--- config.mk ---
export PLATFORM = sky130hd
export DESIGN_NAME = swlfu_ctrl
export DESIGN_NICKNAME = d
export VERILOG_FILES = /design/src/hw/rtl/swlfu_pkg.sv /design/src/hw/rtl/swlfu_ctrl.sv
export SDC_FILE = /design/constraint.sdc
export NUM_CORES = 1
export LEC_CHECK = 0
export ABC_AREA = 1
export ABC_CLOCK_PERIOD_IN_PS = 1500
export BUFFER_PORTS_ARGS = -buffer_cell sky130_fd_sc_hd__clkbuf_2
export CORE_AREA = 2 2 39 41
export CTS_CLUSTER_SIZE = 20
export DETAILED_ROUTE_END_ITERATION = 12
export DIE_AREA = 0 0 41 43
export MAX_ROUTING_LAYER = met4
export SKIP_CTS_REPAIR_TIMING = 1
export SLEW_MARGIN = 20
export SYNTH_ARGS = -nofsm -noshare
export SYNTH_HDL_FRONTEND = slang
export SYNTH_SLANG_ARGS = --single-unit
--- constraint.sdc ---
create_clock -name clk -period 1.5 [get_ports clk]
set_clock_uncertainty 0.2 [all_clocks]
set_input_delay 0.15 -clock clk [delete_from_list [all_inputs] [get_ports clk]]
set_output_delay 0.15 -clock clk [all_outputs]
set_load 0.01 [all_outputs]
--- src/hw/rtl/swlfu_pkg.sv ---
// shared types and constants for the size-weighted lfu cache table
`default_nettype none
package swlfu_pkg;

  localparam int unsigned KEY_W   = 50;
  localparam int unsigned SIZE_W  = 26;
  localparam int unsigned USED_W  = 27;
  localparam int unsigned HITS_W  = 32;
  localparam int unsigned STAMP_W = 40;
  localparam int unsigned APB_W   = 32;
  localparam int unsigned ADDR_W  = 2;

  localparam logic [SIZE_W-1:0] CAP_RESET = SIZE_W'(52428800);
  localparam logic [HITS_W-1:0] HITS_MAX  = '1;

  typedef enum logic [0:0] {
    OP_PUT = 1'b0,
    OP_GET = 1'b1
  } op_t;

  typedef enum logic [2:0] {
    K_EVICT = 3'd0,
    K_STORE = 3'd1,
    K_DUP   = 3'd2,
    K_BIG   = 3'd3,
    K_HIT   = 3'd4,
    K_MISS  = 3'd5
  } kind_t;

  typedef enum logic [1:0] {
    ST_IDLE,
    ST_SCAN,
    ST_DECIDE
  } state_t;

  typedef struct packed {
    logic [KEY_W-1:0]   key;
    logic [SIZE_W-1:0]  size;
    logic [HITS_W-1:0]  hits;
    logic [STAMP_W-1:0] stamp;
  } entry_t;

  typedef struct packed {
    logic  accept;
    logic  scan_start;
    logic  do_hit;
    logic  do_evict;
    logic  do_store;
    logic  emit;
    kind_t kind;
    logic  last;
  } cmd_t;

  typedef struct packed {
    logic is_get;
    logic scan_done;
    logic match;
    logic free;
    logic victim;
    logic too_big;
    logic overflow;
    logic out_free;
  } sts_t;

endpackage
`default_nettype wire

--- src/hw/rtl/swlfu_ctrl.sv ---
// controller state machine sequencing scans, evictions and results
`default_nettype none
module swlfu_ctrl
  import swlfu_pkg::*;
(
  input  wire logic clk,
  input  wire logic rst_n,
  input  wire logic in_valid,
  output logic      in_ready,
  input  wire sts_t sts,
  output cmd_t      cmd
);

  state_t state_r, state_nxt;

  always_ff @(posedge clk) begin
    if (!rst_n) begin
      state_r <= ST_IDLE;
    end else begin
      state_r <= state_nxt;
    end
  end

  always_comb begin
    state_nxt = state_r;
    cmd       = '0;
    cmd.kind  = K_MISS;
    in_ready  = 1'b0;
    case (state_r)
      ST_IDLE: begin
        in_ready = 1'b1;
        if (in_valid) begin
          cmd.accept     = 1'b1;
          cmd.scan_start = 1'b1;
          state_nxt      = ST_SCAN;
        end
      end
      ST_SCAN: begin
        if (sts.scan_done) begin
          state_nxt = ST_DECIDE;
        end
      end
      ST_DECIDE: begin
        if (sts.out_free) begin
          cmd.emit  = 1'b1;
          cmd.last  = 1'b1;
          state_nxt = ST_IDLE;
          if (sts.is_get) begin
            if (sts.match) begin
              cmd.kind   = K_HIT;
              cmd.do_hit = 1'b1;
            end else begin
              cmd.kind = K_MISS;
            end
          end else if (sts.match) begin
            cmd.kind = K_DUP;
          end else if (sts.too_big) begin
            cmd.kind = K_BIG;
          end else if ((sts.overflow || !sts.free) && sts.victim) begin
            cmd.kind       = K_EVICT;
            cmd.last       = 1'b0;
            cmd.do_evict   = 1'b1;
            cmd.scan_start = 1'b1;
            state_nxt      = ST_SCAN;
          end else begin
            cmd.kind     = K_STORE;
            cmd.do_store = 1'b1;
          end
        end
      end
      default: begin
        state_nxt = ST_IDLE;
      end
    endcase
  end

endmodule
`default_nettype wire

Yosys cells after proc, flatten, opt, wreduce, memory -nomap -nowiden
Cells that the tools add are included.

cells by class
  equal/unequal tests = 5
  mux-type cells = 32
  reductions and logical operators = 5

operators with widths
  cell                                                                   number
  1-bit two-way mux                                                      18
  2-bit two-way mux                                                      9
  9-bit two-way mux                                                      1
  8-bit two-way mux                                                      1
  2-bit != test, second input constant                                   3
  2-bit one-hot mux with 3 select lines                                  1
  3-bit two-way mux                                                      1
  3-bit AND reduction                                                    1
  2-bit by 1-bit equality test with 1-bit output, second input constant  1
  2-bit equality test, second input constant                             1
  2-bit zero test                                                        1
  1-bit one-hot mux with 2 select lines                                  1
  1-bit logical AND                                                      1
  1-bit zero test                                                        1
  1-bit logical OR                                                       1

word-level totals
  flip-flop bits (word level) = 2
  bits of input ports = 11
  output and inout port bits = 11
  logic and storage cells = 43

Longest topological paths before layout
  depth after elaboration = 9
  depth in mapped cells = 7
  gate-level depth less buffers = 7

Worst setup path after synthesis
OpenSTA, ideal clock, no wires.

  kind = reg2out
  start = register state_r[0]
  end = output cmd[5] (netlist name)
  arrival = 0.875 ns
  path slack = 0.275 ns
  stages on the path, launching flop included = 8
  buffers on the path = 0
  path through = dfxtp_1 inv_2 nand2_2 inv_2 nand2_2 nor2_4 inv_2 nor3_2

RTL lines
  what                    RTL line          source
  start, declared         swlfu_ctrl.sv:14  state_t state_r, state_nxt;
  start signal, assigned  swlfu_ctrl.sv:20  state_r <= state_nxt;
  end, declared           swlfu_ctrl.sv:11  output cmd_t cmd

==> flow_summary.ini <==
[power]
p_comb_frac = 0.280
p_leak_nw = 0.2457
p_sw_w = 0.00007167
power_w = 0.0002489
internal_power_w = 0.0001772
seq_power_share = 0.247
p_clk_frac = 0.473
power_density_mw_per_mm2 = 599.2
sw_frac_of_total = 0.2880
peakVddDrop_mv = 0.2503

[sta]
fmax_ghz = 0.6627
worst_pin_slew_ps = 238.9
period_needed_ps = 1509
finalSetupViolations = 1
slew_headroom = 0.8398
timing.final.ws_setup_ps = -8.957
report.final.slew_viol_count = 0
grt_setup_unrepaired = true
final_hold_viol_count = 1
fin_crit_sh = 1.006
whs_ps = -6.046

[finish]
final_common_cell = clkbuf_2
reg.largest.list = state_r: 2 flops
register_area_um2 = 42.54
largest_register_ffs = 2
final_cell_mix = clkbuf_2, inv_1, nand2_1
final_area_um2 = 415.4
multiInputGateArea_um2 = 163.9
syn_to_final_growth_pct = 79.46
layoutNonFillerInstCount = 78
antennaDiodeCount = 0
drive_gt1_frac = 0.6774
nNetsFinal = 75
fill_cells = 149
regMostFlops = state_r

[route]
dr.first_iter.drc_count = 3
dr_total_vias = 307
drc = 0
post_drt_wl_per_cell_um = 7.051
first_pass_iters = 4
wirelength_um = 550
ant_nets = 0
vias_per_cell = 3.936

[run_status]
violations = negative hold slack, negative setup slack
outcome = finished, violations left

[logic_synthesis]
synthTopCellsByArea = dfxtp_1, inv_1, nor2_4
synth.avg_cell_area_um2 = 6.430
ys_seq_elements = 2
synth_cell_types = 18
synthCells = 36
yosys_warnings = 0
yosysTopAreaCell = dfxtp_1
synth_nets = 47
seq_area_frac_synth = 0.1730
yosys.area.top_type_share = 0.1730
syn_area_um2 = 231.5

[setup_path]
worstPathRequired_ps = 1150
critical_path_class = reg2out
cp_max_fo = 4
arrival_ps = 1160
critPathLaunchType = flip-flop
cp-end-kind = output port

[global_route]
grt_overflow = 0
grt_max_degree = 5
antenna_found_initial = 0
grt_pass1_vias = 249
grt_pass1_wl_um = 814
grt_util_all_layers = 0.07392

[hold_path]
hold_class = in2reg

[placed_design]
dp_cells = 73
portBuffers = 21
gp_congestion = 0.6407
dp_hpwl_um = 472.3
dpl_cell_area_um2 = 356.6

[job]
drv_cap = 0

[clocking]
cts_made_buffers = 3
cts.sinks = 2
h-tree-depth = 1
clock_latency_ps = 220
cts_tree = yes
root_buffer = clkbuf_4
cts_max_path_buffers = 2
clk_pin_slew_worst_paths_ps = 30

[floorplan]
io_pins = 22
die_h_um = 43
num_rows = 14
die_w_um = 41
start_util = 0.1673
die-area_mm2 = 0.001763
core_area_mm2 = 0.001384
## power groups by stage
stage,logic [W],registers [W],clock network [W]
2_1_floorplan,0.0000354,0.0000606,0
3_3_place_gp,0.0000633,0.0000610,0
3_5_place_dp,0.0000640,0.0000610,0
4_1_cts,0.0000641,0.0000603,0.000127
5_1_grt,0.0000782,0.0000619,0.000128
6_report,0.0000697,0.0000614,0.000118
## cells in the mapped netlist, drive strengths merged
cell type,n
a21oi,2
nand2,7
and3,1
nand3,3
a31oi,1
inv,11
nor2,5
dfxtp,2
nand3b,1
a21boi,2
nor3,1
## cells by family (layout without fill, tap and decap cells)
family | after synthesis | count (layout) | synth area share
compound gates | 5 | 5 | 0.1676
buf+inv | 11 | 37 | 0.1784
flops | 2 | 2 | 0.1730
simple gates | 18 | 18 | 0.4811
## stage by stage
stage / TNS (ps) / utilization / hold WS [ps] / setup WS, ps
after floorplan: 0 / - / 47.63 / 275.0
after global placement: 0 / 0.2577 / 148.1 / 167.6
after global routing: -233.4 / 0.3002 / 19.05 / -103.4
final: -8.957 / 0.3002 / -6.046 / -8.957
after CTS: -200.4 / 0.2740 / -84.62 / -77.33
after detailed placement: 0 / 0.2577 / 151.9 / 167.2
## final timing paths
check	end	slack (ps)	cells after the start	startpoint
setup / recovery	cmd[5]	-9	8	state_r[0]$_SDFFE_PN0P_
hold / removal	state_r[1]$_SDFFE_PN0P_	-6	3	sts[6]
setup reg to reg	state_r[0]$_SDFFE_PN0P_	410	7	state_r[0]$_SDFFE_PN0P_
hold reg to reg	state_r[1]$_SDFFE_PN0P_	310	2	state_r[0]$_SDFFE_PN0P_
## layer usage
layer | routed length, µm | GRT usage
met3 | 57 | 0.03141
met1 | 203 | 0.07348
met2 | 289 | 0.09688
met4 | 0 | 0.08000
met5 | 0 | -
## worst max-delay path, stage by stage, from the launching register on
cell     delay (ps)
dfxtp_2         320
inv_2            60
nand2_4          60
inv_4            60
nand2_4          60
nor2_4           90
inv_2            60
nor3_2           90
buf_2           150
## final cells by class
type | instances | share of cell area
well taps | 16 | 0.04819
flip-flops and latches | 2 | 0.1024
repair buffers | 23 | 0.2952
multi-input cells | 23 | 0.3946
inverters | 11 | 0.1054
clock buffers | 3 | 0.05422
No activity file was read; power rests on OpenSTA's default activity.
